### src/rtl/core/tct6_pkg.sv
// tct6_pkg: shared constants, types and the coefficient function of the
// six-band tasseled-cap transform. Depends on nothing.
package tct6_pkg;

   localparam int NUM_BANDS        = 6;
   localparam int TC_ROWS          = 6;
   localparam int TC_BAND_W        = 16;
   localparam int TC_SEL_W         = 3;
   localparam int TC_VALUE_W       = 34;
   localparam int TC_CSR_W         = 3;
   localparam int TC_CSR_IDX_W     = 3;

   localparam int SAMPLE_BITS_DEF    = 16;
   localparam int COEF_FRAC_BITS_DEF = 14;

   localparam logic [TC_CSR_IDX_W-1:0] CSR_COUNT       = 3'd0;
   localparam logic [TC_CSR_IDX_W-1:0] CSR_SELECT_BASE = 3'd1;
   localparam logic [TC_CSR_IDX_W-1:0] CSR_SELECT_LAST = 3'd6;

   localparam logic [TC_SEL_W-1:0] ROW_MAX   = 3'd5;
   localparam logic [TC_SEL_W-1:0] COUNT_MAX = 3'd6;

   // coefficients in units of 1e-4
   localparam int TC_COEF_E4 [TC_ROWS][NUM_BANDS] = '{
      '{ 3037,  2793,  4743,  5585,  5082,  1863},
      '{-2848, -2435, -5436,  7243,   840, -1800},
      '{ 1509,  1973,  3279,  3406, -7112, -4572},
      '{ 8832,  -819, -4580,   -32,  -563,   130},
      '{  573,  -260,   335, -1943,  4766, -8545},
      '{ 1238, -9038,  4041,   573,  -261,   240}
   };

   typedef struct packed {
      logic [TC_SEL_W-1:0] row;
      logic                last;
      logic                fin;
   } tct6_tag_type;

   // rounds to nearest, ties away from zero; used on constants only
   function automatic int tc_coef(input int row, input int band, input int frac_bits);
      longint c;
      longint mag;
      longint q;
      c   = longint'(TC_COEF_E4[row][band]);
      mag = (c < 0) ? -c : c;
      q   = ((mag << frac_bits) + 64'sd5000) / 64'sd10000;
      return (c < 0) ? int'(-q) : int'(q);
   endfunction

endpackage

### src/rtl/core/tct6_dot.sv
// tct6_dot: pipelined dot product of one pixel with one coefficient row,
// with saturation to the result width. Depends on tct6_pkg.
module tct6_dot import tct6_pkg::*; #(
   parameter int SAMPLE_W       = SAMPLE_BITS_DEF,
   parameter int COEF_FRAC_BITS = COEF_FRAC_BITS_DEF
) (
   input  logic                          clock,
   input  logic                          reset,
   input  logic                          in_valid,
   input  logic [SAMPLE_W-1:0]           in_sample [NUM_BANDS],
   input  tct6_tag_type                  in_tag,
   output logic                          out_valid,
   output logic signed [TC_VALUE_W-1:0]  out_value,
   output tct6_tag_type                  out_tag
);

   localparam int COEF_W = COEF_FRAC_BITS + 1;
   localparam int PROD_W = SAMPLE_W + 1 + COEF_W;
   localparam int PAIR_W = PROD_W + 1;
   localparam int ACC_W  = PROD_W + 3;
   localparam int EXT_W  = (ACC_W > TC_VALUE_W) ? ACC_W : TC_VALUE_W;

   logic signed [COEF_W-1:0] coef_rom [TC_ROWS][NUM_BANDS];

   for (genvar r = 0; r < TC_ROWS; r++) begin : g_row
      for (genvar b = 0; b < NUM_BANDS; b++) begin : g_band
         assign coef_rom[r][b] = COEF_W'(tc_coef(r, b, COEF_FRAC_BITS));
      end
   end

   // stage 1: operands and coefficient lookup
   logic                     v1_ff;
   tct6_tag_type             tag1_ff;
   logic [SAMPLE_W-1:0]      smp1_ff  [NUM_BANDS];
   logic signed [COEF_W-1:0] coef1_ff [NUM_BANDS];
   // stage 2: products
   logic                     v2_ff;
   tct6_tag_type             tag2_ff;
   logic signed [PROD_W-1:0] prod2_ff [NUM_BANDS];
   logic signed [PROD_W-1:0] prod2_in [NUM_BANDS];
   // stage 3: pair sums
   logic                     v3_ff;
   tct6_tag_type             tag3_ff;
   logic signed [PAIR_W-1:0] pair3_ff [NUM_BANDS/2];
   logic signed [PAIR_W-1:0] pair3_in [NUM_BANDS/2];
   // stage 4: full sum
   logic                     v4_ff;
   tct6_tag_type             tag4_ff;
   logic signed [ACC_W-1:0]  acc4_ff;
   logic signed [ACC_W-1:0]  acc4_in;
   // stage 5: saturated result
   logic                          v5_ff;
   tct6_tag_type                  tag5_ff;
   logic signed [TC_VALUE_W-1:0]  value5_ff;
   logic signed [TC_VALUE_W-1:0]  value5_in;

   logic signed [EXT_W-1:0]          ext;
   logic [EXT_W-TC_VALUE_W:0]        ext_hi;

   always_comb begin
      for (int b = 0; b < NUM_BANDS; b++) begin
         prod2_in[b] = PROD_W'($signed({1'b0, smp1_ff[b]})) * PROD_W'(coef1_ff[b]);
      end
      for (int p = 0; p < NUM_BANDS/2; p++) begin
         pair3_in[p] = PAIR_W'(prod2_ff[2*p]) + PAIR_W'(prod2_ff[2*p+1]);
      end
      acc4_in = ACC_W'(pair3_ff[0]) + ACC_W'(pair3_ff[1]) + ACC_W'(pair3_ff[2]);
   end

   always_comb begin
      ext    = EXT_W'(acc4_ff);
      ext_hi = ext[EXT_W-1:TC_VALUE_W-1];
      if ((&ext_hi) || (~|ext_hi)) begin
         value5_in = ext[TC_VALUE_W-1:0];
      end else if (ext[EXT_W-1]) begin
         value5_in = {1'b1, {(TC_VALUE_W-1){1'b0}}};
      end else begin
         value5_in = {1'b0, {(TC_VALUE_W-1){1'b1}}};
      end
   end

   always_ff @(posedge clock) begin
      if (reset) begin
         v1_ff <= 1'b0;
         v2_ff <= 1'b0;
         v3_ff <= 1'b0;
         v4_ff <= 1'b0;
         v5_ff <= 1'b0;
      end else begin
         v1_ff <= in_valid;
         v2_ff <= v1_ff;
         v3_ff <= v2_ff;
         v4_ff <= v3_ff;
         v5_ff <= v4_ff;
      end
   end

   always_ff @(posedge clock) begin
      tag1_ff <= in_tag;
      for (int b = 0; b < NUM_BANDS; b++) begin
         smp1_ff[b]  <= in_sample[b];
         coef1_ff[b] <= coef_rom[in_tag.row][b];
         prod2_ff[b] <= prod2_in[b];
      end
      tag2_ff <= tag1_ff;
      for (int p = 0; p < NUM_BANDS/2; p++) begin
         pair3_ff[p] <= pair3_in[p];
      end
      tag3_ff   <= tag2_ff;
      acc4_ff   <= acc4_in;
      tag4_ff   <= tag3_ff;
      value5_ff <= value5_in;
      tag5_ff   <= tag4_ff;
   end

   assign out_valid = v5_ff;
   assign out_value = value5_ff;
   assign out_tag   = tag5_ff;

   a_valid_chain: assert property (@(posedge clock) disable iff (reset)
      in_valid |-> ##5 out_valid)
      else $error("issued component did not reach the output");

   a_tag_chain: assert property (@(posedge clock) disable iff (reset)
      v4_ff |=> (out_tag == $past(tag4_ff)))
      else $error("tag lost alignment with its value");

endmodule

### src/rtl/core/tasseled_cap_transform_6band_top.sv
// tasseled_cap_transform_6band_top: control registers, component sequencer
// and the dot-product pipeline. Depends on tct6_pkg and tct6_dot.
//
// Usage: a pixel transfer happens at a rising edge with start high and busy
// low; req_band_a..req_band_f carry the six samples, req_final_pixel marks
// the last pixel of a block. For each of the first component_count selector
// registers (a count of 0 acts as 1, above 6 as 6) the block emits one
// result, in selector order, one per cycle: rsp_strobe is high for exactly
// one cycle per result, with rsp_component, rsp_value (signed,
// COEF_FRAC_BITS fractional bits), rsp_last_component on the final result
// of the pixel and rsp_block_end copied from the pixel. The results of a
// pixel come in consecutive cycles. The sequencer has a single issue slot,
// so a new pixel is taken as the last component of the one before issues;
// busy stays low in that cycle, so pixels follow without a gap. The
// receiver cannot stall; results are never held. Configuration writes via
// csr_we/csr_index/csr_wdata take effect at once; the user must make them
// while the block is idle, which the block does not enforce. Reset clears
// the pipeline and loads count 6 and selectors 0..5.
module tasseled_cap_transform_6band_top import tct6_pkg::*; #(
   parameter int SAMPLE_BITS    = SAMPLE_BITS_DEF,
   parameter int COEF_FRAC_BITS = COEF_FRAC_BITS_DEF
) (
   input  logic                          clock,
   input  logic                          reset,
   input  logic                          start,
   output logic                          busy,
   input  logic [TC_BAND_W-1:0]          req_band_a,
   input  logic [TC_BAND_W-1:0]          req_band_b,
   input  logic [TC_BAND_W-1:0]          req_band_c,
   input  logic [TC_BAND_W-1:0]          req_band_d,
   input  logic [TC_BAND_W-1:0]          req_band_e,
   input  logic [TC_BAND_W-1:0]          req_band_f,
   input  logic                          req_final_pixel,
   output logic                          rsp_strobe,
   output logic [TC_SEL_W-1:0]           rsp_component,
   output logic signed [TC_VALUE_W-1:0]  rsp_value,
   output logic                          rsp_last_component,
   output logic                          rsp_block_end,
   input  logic                          csr_we,
   input  logic [TC_CSR_IDX_W-1:0]       csr_index,
   input  logic [TC_CSR_W-1:0]           csr_wdata
);

   localparam int SAMPLE_W = (SAMPLE_BITS < TC_BAND_W) ? SAMPLE_BITS : TC_BAND_W;

   logic [TC_SEL_W-1:0] count_ff;
   logic [TC_SEL_W-1:0] sel_ff [TC_ROWS];
   logic [TC_SEL_W-1:0] count_eff;

   logic                pix_valid_ff, pix_valid_in;
   logic [TC_SEL_W-1:0] k_ff, k_in;
   logic [SAMPLE_W-1:0] band_ff [NUM_BANDS];
   logic                fin_ff;
   logic [TC_BAND_W-1:0] req_band [NUM_BANDS];

   logic                accept;
   logic                issue_last;
   logic [TC_SEL_W-1:0] issue_row;
   tct6_tag_type        issue_tag;
   tct6_tag_type        out_tag;
   logic [TC_CSR_IDX_W-1:0] sel_idx;

   assign req_band[0] = req_band_a;
   assign req_band[1] = req_band_b;
   assign req_band[2] = req_band_c;
   assign req_band[3] = req_band_d;
   assign req_band[4] = req_band_e;
   assign req_band[5] = req_band_f;

   // control registers
   assign sel_idx = csr_index - CSR_SELECT_BASE;

   always_ff @(posedge clock) begin
      if (reset) begin
         count_ff <= COUNT_MAX;
         for (int r = 0; r < TC_ROWS; r++) begin
            sel_ff[r] <= TC_SEL_W'(r);
         end
      end else if (csr_we) begin
         if (csr_index == CSR_COUNT) begin
            count_ff <= csr_wdata;
         end else if (csr_index >= CSR_SELECT_BASE && csr_index <= CSR_SELECT_LAST) begin
            sel_ff[sel_idx] <= csr_wdata;
         end
      end
   end

   always_comb begin
      if (count_ff == '0) begin
         count_eff = TC_SEL_W'(1);
      end else if (count_ff > COUNT_MAX) begin
         count_eff = COUNT_MAX;
      end else begin
         count_eff = count_ff;
      end
   end

   // sequencer
   assign issue_last = (k_ff == count_eff - TC_SEL_W'(1));
   assign busy       = pix_valid_ff && !issue_last;
   assign accept     = start && !busy;
   assign issue_row  = (sel_ff[k_ff] > ROW_MAX) ? ROW_MAX : sel_ff[k_ff];

   always_comb begin
      issue_tag.row  = issue_row;
      issue_tag.last = issue_last;
      issue_tag.fin  = fin_ff;
   end

   always_comb begin
      pix_valid_in = pix_valid_ff;
      k_in         = k_ff;
      if (accept) begin
         pix_valid_in = 1'b1;
         k_in         = '0;
      end else if (pix_valid_ff) begin
         if (issue_last) begin
            pix_valid_in = 1'b0;
         end else begin
            k_in = k_ff + TC_SEL_W'(1);
         end
      end
   end

   always_ff @(posedge clock) begin
      if (reset) begin
         pix_valid_ff <= 1'b0;
         k_ff         <= '0;
      end else begin
         pix_valid_ff <= pix_valid_in;
         k_ff         <= k_in;
      end
   end

   always_ff @(posedge clock) begin
      if (accept) begin
         for (int b = 0; b < NUM_BANDS; b++) begin
            band_ff[b] <= req_band[b][SAMPLE_W-1:0];
         end
         fin_ff <= req_final_pixel;
      end
   end

   tct6_dot #(
      .SAMPLE_W       (SAMPLE_W),
      .COEF_FRAC_BITS (COEF_FRAC_BITS)
   ) u_dot (
      .clock     (clock),
      .reset     (reset),
      .in_valid  (pix_valid_ff),
      .in_sample (band_ff),
      .in_tag    (issue_tag),
      .out_valid (rsp_strobe),
      .out_value (rsp_value),
      .out_tag   (out_tag)
   );

   assign rsp_component      = out_tag.row;
   assign rsp_last_component = out_tag.last;
   assign rsp_block_end      = out_tag.fin;

   a_busy_needs_pixel: assert property (@(posedge clock) disable iff (reset)
      busy |-> pix_valid_ff)
      else $error("busy without a pixel in the sequencer");

   a_accept_restarts: assert property (@(posedge clock) disable iff (reset)
      accept |=> (pix_valid_ff && k_ff == '0))
      else $error("accepted pixel did not start at its first component");

   a_row_in_range: assert property (@(posedge clock) disable iff (reset)
      rsp_strobe |-> (rsp_component <= ROW_MAX))
      else $error("result row out of range");

   a_components_contiguous: assert property (@(posedge clock) disable iff (reset)
      (rsp_strobe && !rsp_last_component) |=> rsp_strobe)
      else $error("gap inside the results of one pixel");

   a_k_bounded: assert property (@(posedge clock) disable iff (reset)
      pix_valid_ff |-> (k_ff < count_eff))
      else $error("component counter past the count");

endmodule
### config.mk
export PLATFORM = sky130hd
export DESIGN_NAME = tasseled_cap_transform_6band_top
export DESIGN_NICKNAME = d
export VERILOG_FILES = /design/src/rtl/core/tct6_pkg.sv /design/src/rtl/core/tct6_dot.sv /design/src/rtl/core/tasseled_cap_transform_6band_top.sv
export SDC_FILE = /design/constraint.sdc
export NUM_CORES = 2
export LEC_CHECK = 0
export BUFFER_PORTS_ARGS = -buffer_cell sky130_fd_sc_hd__clkbuf_2
export CAP_MARGIN = 5
export CORE_UTILIZATION = 45
export CTS_BUF_LIST = sky130_fd_sc_hd__clkbuf_4
export CTS_CLUSTER_DIAMETER = 60
export DETAILED_ROUTE_END_ITERATION = 7
export PLACE_DENSITY = 0.64
export SLEW_MARGIN = 0
export SYNTH_ARGS = -nofsm -noshare
export SYNTH_HDL_FRONTEND = slang
export SYNTH_SLANG_ARGS = --single-unit
export TNS_END_PERCENT = 100
### constraint.sdc
create_clock -name clock -period 6.75 [get_ports clock]
set_input_delay 0.675 -clock clock [delete_from_list [all_inputs] [get_ports clock]]
set_output_delay 0.675 -clock clock [all_outputs]
set_load 0.05 [all_outputs]
**Yosys cells after proc, flatten, opt, wreduce, memory -nomap -nowiden**

Memory sizes are Yosys's and may differ from the RTL's. A register that Yosys moved wholly into a read port is not among the register bits.
Index checks and enable logic that the tools add are counted.

- Bits in registers: 203
- Latch bits: 0
- Bits in writable memories: 495
- ROM bits: 720
- Input bits: 107
- Output and inout port bits: 41
- Logic and storage cells: 97
- Memories: 6

- $add $sub $neg: 8
- $mul: 6
- Divide/modulo/power cells: 0
- $lt $le $gt $ge: 5
- Equality and inequality tests: 1
- Shift-type cells: 0
- Multiplexer cells: 22
- Bitwise gates (word level): 2
- Reduce and logical (&&, ||, !) cells: 15

Memory list:

| name | depth | width | read ports | clocked after memory_dff | write ports | line | source |
|---|---|---|---|---|---|---|---|
| (no name shown) | 8 | 90 | 1 | 0 | 0 | tct6_dot.sv:102 | `coef1_ff[b] <= coef_rom[in_tag.row][b];` |
| u_dot.prod2_ff | 6 | 32 | 6 | 0 | 6 | tct6_dot.sv:39 | `logic signed [PROD_W-1:0] prod2_ff [NUM_BANDS];` |
| u_dot.pair3_ff | 3 | 33 | 3 | 0 | 3 | tct6_dot.sv:44 | `logic signed [PAIR_W-1:0] pair3_ff [NUM_BANDS/2];` |
| u_dot.smp1_ff | 6 | 16 | 6 | 0 | 6 | tct6_dot.sv:34 | `logic [SAMPLE_W-1:0] smp1_ff [NUM_BANDS];` |
| u_dot.coef1_ff | 6 | 15 | 6 | 0 | 6 | tct6_dot.sv:35 | `logic signed [COEF_W-1:0] coef1_ff [NUM_BANDS];` |
| sel_ff | 6 | 3 | 1 | 1 | 6 | tasseled_cap_transform_6band_top.sv:47 | `logic [TC_SEL_W-1:0] sel_ff [TC_ROWS];` |

Operator list:

| operator | number |
|---|---|
| $mul 17x15->32 | 6 |
| $mux 90 | 2 |
| $add 32x32->33 | 3 |
| $mux 34 | 2 |
| $add 34x33->35 | 1 |
| $add 33x33->34 | 1 |
| $mux 3 | 7 |
| $mux 1 | 11 |
| $gt 3x3->1 const B | 2 |
| $logic_not 3->1 | 2 |
| $reduce_and 2->1 | 3 |
| $sub 3x1->3 const B | 2 |
| $ge 4x4->1 const B | 1 |
| $not 3->4 | 1 |
| $reduce_or 2->1 | 2 |
| $add 3x1->3 const B | 1 |
| $eq 3x3->1 | 1 |
| $ge 3x1->1 const B | 1 |
| $le 3x3->1 const B | 1 |
| $logic_and 1x1->1 | 3 |
| $logic_not 1->1 | 3 |
| $reduce_or 3->1 | 1 |
| $logic_or 1x1->1 | 1 |
| $not 1->1 | 1 |

**Logic depth before layout (Yosys ltp)**

- Word-level depth: 11
- Depth in mapped cells: 26
- Mapped depth without buffers: 25

**Hierarchy**

From an unflattened synthesis, not the netlist that was laid out.

- Cells, all modules: 7,486
- Area total of the unflattened synthesis: 71,821.4 sq um

By module, submodules not included:

| module | instances | cells each | area each (sq um) |
|---|---|---|---|
| tct6_dot | 1 | 7,245 | 67,196.9 |
| tasseled_cap_transform_6band_top | 1 | 241 | 4,624.4 |

**Worst setup path before layout**

No wires, ideal clock.

- Path type: reg-to-reg
- Start point: reg count_ff[2]
- End point: reg band_ff[0] (netlist bit) (enable)
- Setup time: 0.563 ns
- Arrival time: 6.055 ns
- Data required time: 6.187 ns
- Setup slack: 0.132 ns
- Cell stages (with the launch flop): 9
- Buffers on the path: 1
- Clock period less this slack: 6.618 ns
- Cells stage by stage: dfxtp_1 nor2_1 o21ai_0 ha_1 xnor2_1 nor3_1 nor2b_1 clkbuf_1 nor2b_1

- Word-level cells in the longest chain between the ends: 9

Ends and longest elaborated chain:

| item | line | source |
|---|---|---|
| start: declaration | tasseled_cap_transform_6band_top.sv:46 | `logic [TC_SEL_W-1:0] count_ff;` |
| start signal: assignment | tasseled_cap_transform_6band_top.sv:81 | `count_ff <= csr_wdata;` |
| $gt 3x3->1 | tasseled_cap_transform_6band_top.sv:91 | `end else if (count_ff > COUNT_MAX) begin` |
| $mux 3 | tasseled_cap_transform_6band_top.sv:91 |  |
| $mux 3 (*) | tasseled_cap_transform_6band_top.sv:89 | `if (count_ff == '0) begin` |
| $sub 3x1->3 (*) | tasseled_cap_transform_6band_top.sv:99 | `assign issue_last = (k_ff == count_eff - TC_SEL_W'(1));` |
| $eq 3x3->1 (*) | tasseled_cap_transform_6band_top.sv:99 |  |
| via issue_last | tasseled_cap_transform_6band_top.sv:57 | `logic issue_last;` |
| $logic_not 1->1 (*) | tasseled_cap_transform_6band_top.sv:100 | `assign busy = pix_valid_ff && !issue_last;` |
| $logic_and 1x1->1 (*) | tasseled_cap_transform_6band_top.sv:100 |  |
| via busy | tasseled_cap_transform_6band_top.sv:26 | `output logic busy,` |
| $logic_not 1->1 (*) | tasseled_cap_transform_6band_top.sv:101 | `assign accept = start && !busy;` |
| $logic_and 1x1->1 (*) | tasseled_cap_transform_6band_top.sv:101 |  |
| via accept | tasseled_cap_transform_6band_top.sv:56 | `logic accept;` |
| end signal: indexed assignment | tasseled_cap_transform_6band_top.sv:138 | `band_ff[b] <= req_band[b][SAMPLE_W-1:0];` |
| end: declaration | tasseled_cap_transform_6band_top.sv:52 | `logic [SAMPLE_W-1:0] band_ff [NUM_BANDS];` |

Mark *: on every way through the listed nets, which the timed path passes. The rest lies on a longest branch.
A chain may end at the register's enable or synchronous reset.

==> flow_summary.yaml <==
placed_design:
  hpwl_mm: 157.3
  place_ws_ns: 0.1778
  dpl.cell_count: 9607
  port_buffers: 147
  gp_congestion: 0.9143
final_layout:
  finalNetCount: 9890
  layout-area-overhead-vs-synth_pct: 10.33
  final_cells: 10060
  final_cell_mix: "inv_1, fa_1, ha_1, nand2_1, and2_1"
  layout_commonest_cell: "inv_1"
  layout-drive-gt1-share: 0.08611
  fillers: 14790
  multi_input_area_sq_mm: 0.05057
  regArea_sq_mm: 0.01450
grt:
  antenna_found_initial: 8
  grt_max_degree: 49
  grt_pass1_wl_mm: 304.5
  grt-ovfl-total: 0
  grt_pass1_vias: 55250
  globalRouteTotalUtil: 0.2423
yosys:
  syn_area_sq_mm: 0.07167
  async_reset_ff_frac: 0
  netlist_instances: 7482
  synth_flop_cell: "dfxtp_1"
  syn_area_per_cell_sq_um: 9.579
  synth_seq_cells: 662
  syn-num-nets: 9541
  synth_edf_count: 121
  yosysUniqueCellTypes: 79
  yosysWarnings: 0
  yosysSeqAreaShare: 0.2018
setup_path:
  worst_path_largest_cell_delay_ns: 0.71
  cp-startpoint: "u_dot.smp1_ff[0][9]$_DFF_P_"
  r2r_cells: 21
  critPathCapture: "u_dot.prod2_ff[0][26]$_DFF_P_"
  regToRegStartpoint: "u_dot.smp1_ff[0][9]$_DFF_P_"
  crit_path_start_kind: "flop"
  arrival_ns: 7.54
  cp_num_buf_inv: 4
  cp_max_fo: 8
  crit_slowest_cell: "dfxtp_1"
  crit_required_ns: 7.83
  critPathMostFrequentCell: "fa_1"
  end_kind: "flop"
  crit_chain: "nand2_1 -> fa_1 -> fa_1 -> inv_1 -> fa_1 -> inv_1 -> fa_1 -> inv_1 -> fa_1 -> fa_1 -> ha_1 -> nor3_1 -> o21ai_1 -> and4_1 -> o311ai_2 -> buf_4 -> a21oi_1 -> o41a_1 -> o21a_1 -> nor2_1 -> xnor2_1"
  rr_endpoint: "u_dot.prod2_ff[0][26]$_DFF_P_"
  critical_path_class: "reg2reg"
  r2r_slack_ns: 0.28
  cp.depth: 21
  path_delay_family: "adder cells"
sta:
  setup_slack_ns: 0.2846
  hold_violations: 0
  period_minus_slack_ns: 6.465
  drv_slew: 0
  worst-slew-pin-transition_ns: 1.242
  skew_ns: 0.1243
  relSlewSlack: 0.1709
  fmax_ghz: 0.1547
  post-route-period-util: 0.9578
  setup_viol: 0
clock_tree:
  cts_inserted_buffers: 182
  cts-root-buf: "clkbuf_4"
  cts_setup_buffers: 0
  clk-insertion-delay-late_ns: 1.23
  cts.sinks: 662
  clock_tree.buffer_depth: 3
  h-tree-depth: 4
  clk_pin_slew_ns: 0.07
  cts_tree: "yes"
outcome:
  outcome: "complete, but fails checks"
  failed_checks: "design-rule violations"
floorplanning:
  ios: 148
  dieArea_sq_mm: 0.1609
  core-area_sq_mm: 0.1582
  num_rows: 146
  die_h_um: 401.1
  die_w_um: 401.1
  start_util: 0.4531
routing:
  drt_wl_total_mm: 189.3
  via_count: 51380
  drc: 2
  firstDrtPassIters: 7
  routed_via_density: 5.107
  first_iter_violations: 2760
  antenna_left: 0
  wl_per_cell_um: 18.82
min_path:
  min_path_type: "in2reg"
job:
  maxCapViolations: 0
-- what timing repair did --
action,CTS,global route
hold endpoints to repair,155,0
endpoints found under the setup margin,0,24
gates resized for setup,0,20
hold buffers,112,0
-- flip-flops by register name, summed over array words and instances, names as in the netlist, 3 cells and up, named ones only --
name / flops
u_dot.smp1_ff: 96
u_dot.out_tag: 5
u_dot.coef1_ff: 45
u_dot.tag2_ff: 5
u_dot.tag4_ff: 5
count_ff: 3
u_dot.acc4_ff: 35
u_dot.tag1_ff: 5
k_ff: 3
u_dot.out_value: 34
u_dot.tag3_ff: 5
band_ff: 96
u_dot.pair3_ff: 99
sel_ff: 24
u_dot.prod2_ff: 192
-- layout make-up --
cell class | count | area share
tap | 2072 | 0.03279
inverter | 1512 | 0.07177
timing repair buffer | 429 | 0.04215
clock buffer | 265 | 0.02516
sequential | 662 | 0.1834
multi-input combinational | 5044 | 0.6395
clock inverter | 66 | 0.004984
antenna | 10 | 0.0003165
-- worst register-to-register path, stage by stage (launching register included) --
cell and delay [ns]:
dfxtp_1 0.71, nand2_1 0.16, fa_1 0.53, fa_1 0.57, inv_1 0.06, fa_1 0.50
inv_1 0.06, fa_1 0.53, inv_1 0.05, fa_1 0.51, fa_1 0.43, ha_1 0.25
nor3_1 0.21, o21ai_1 0.12, and4_1 0.24, o311ai_2 0.31, buf_4 0.18, a21oi_1 0.10
o41a_1 0.46, o21a_1 0.19, nor2_1 0.11, xnor2_1 0.12
-- per-layer routing --
metal,share of wire,track usage,vias up
met5,0.00014,0,-
met4,0.026,0.07347,4
met3,0.056,0.04071,284
met2,0.47,0.4011,1367
met1,0.45,0.3243,25680
li1,-,-,24040
-- cell families after synthesis --
| kind of cell | after synthesis | synth area share |
|---|---|---|
| AOI/OAI and AO/OA | 858 | 0.07740 |
| muxes | 16 | 0.003317 |
| DFF | 662 | 0.2018 |
| adders and majority gates | 1952 | 0.4582 |
| xor gates and xnor gates | 278 | 0.03397 |
| and+or+nand+nor | 1940 | 0.1323 |
| buffers and inverters | 1776 | 0.09306 |
-- how the worst min path moves through the flow --
stage,end,start,depth (start not counted),slack [ns]
finish,band_ff[2]$_DFFE_PP_,req_band_f[2],2,0.17
global route,band_ff[2]$_DFFE_PP_,req_band_f[2],2,0.05
CTS,band_ff[14]$_DFFE_PP_,req_band_f[14],2,0.004
detailed placement,u_dot.tag3_ff[2]$_DFF_P_,u_dot.tag2_ff[2]$_DFF_P_,0,0.31
global placement,u_dot.tag2_ff[0]$_DFF_P_,u_dot.tag1_ff[0]$_DFF_P_,0,0.31
floorplan,u_dot.out_tag[0]$_DFF_P_,u_dot.tag4_ff[0]$_DFF_P_,0,0.31
-- cells in the mapped netlist, drive strengths merged, types with 121 or more instances --
library cell	count	area, sq um
clkbuf	257	964.7
nor2	228	858.3
a21oi	256	1281
edfxtp	121	3633
ha	831	10400
and2	595	3722
o21ai	154	778.3
inv	1510	5668
a21o	184	1384
fa	1121	22440
xnor2	204	1787
nand2	806	3025
dfxtp	541	10830
-- through the flow --
stage | instance area [sq um] | setup TNS [ns] | hold slack [ns] | util
2_1_floorplan | 71670 | 0 | 0.3096 | -
5_1_grt | 79060 | -0.02263 | 0.05043 | 0.4998
3_5_place_dp | 75510 | 0 | 0.3128 | 0.4773
6_report | 79070 | 0 | 0.1658 | 0.4999
4_1_cts | 79010 | 0 | 0.003514 | 0.4995
3_3_place_gp | 75510 | 0 | 0.3121 | 0.4773
Power is not shown: default switching activity piles up to over one toggle a cycle in this logic, so the estimate is an artifact.
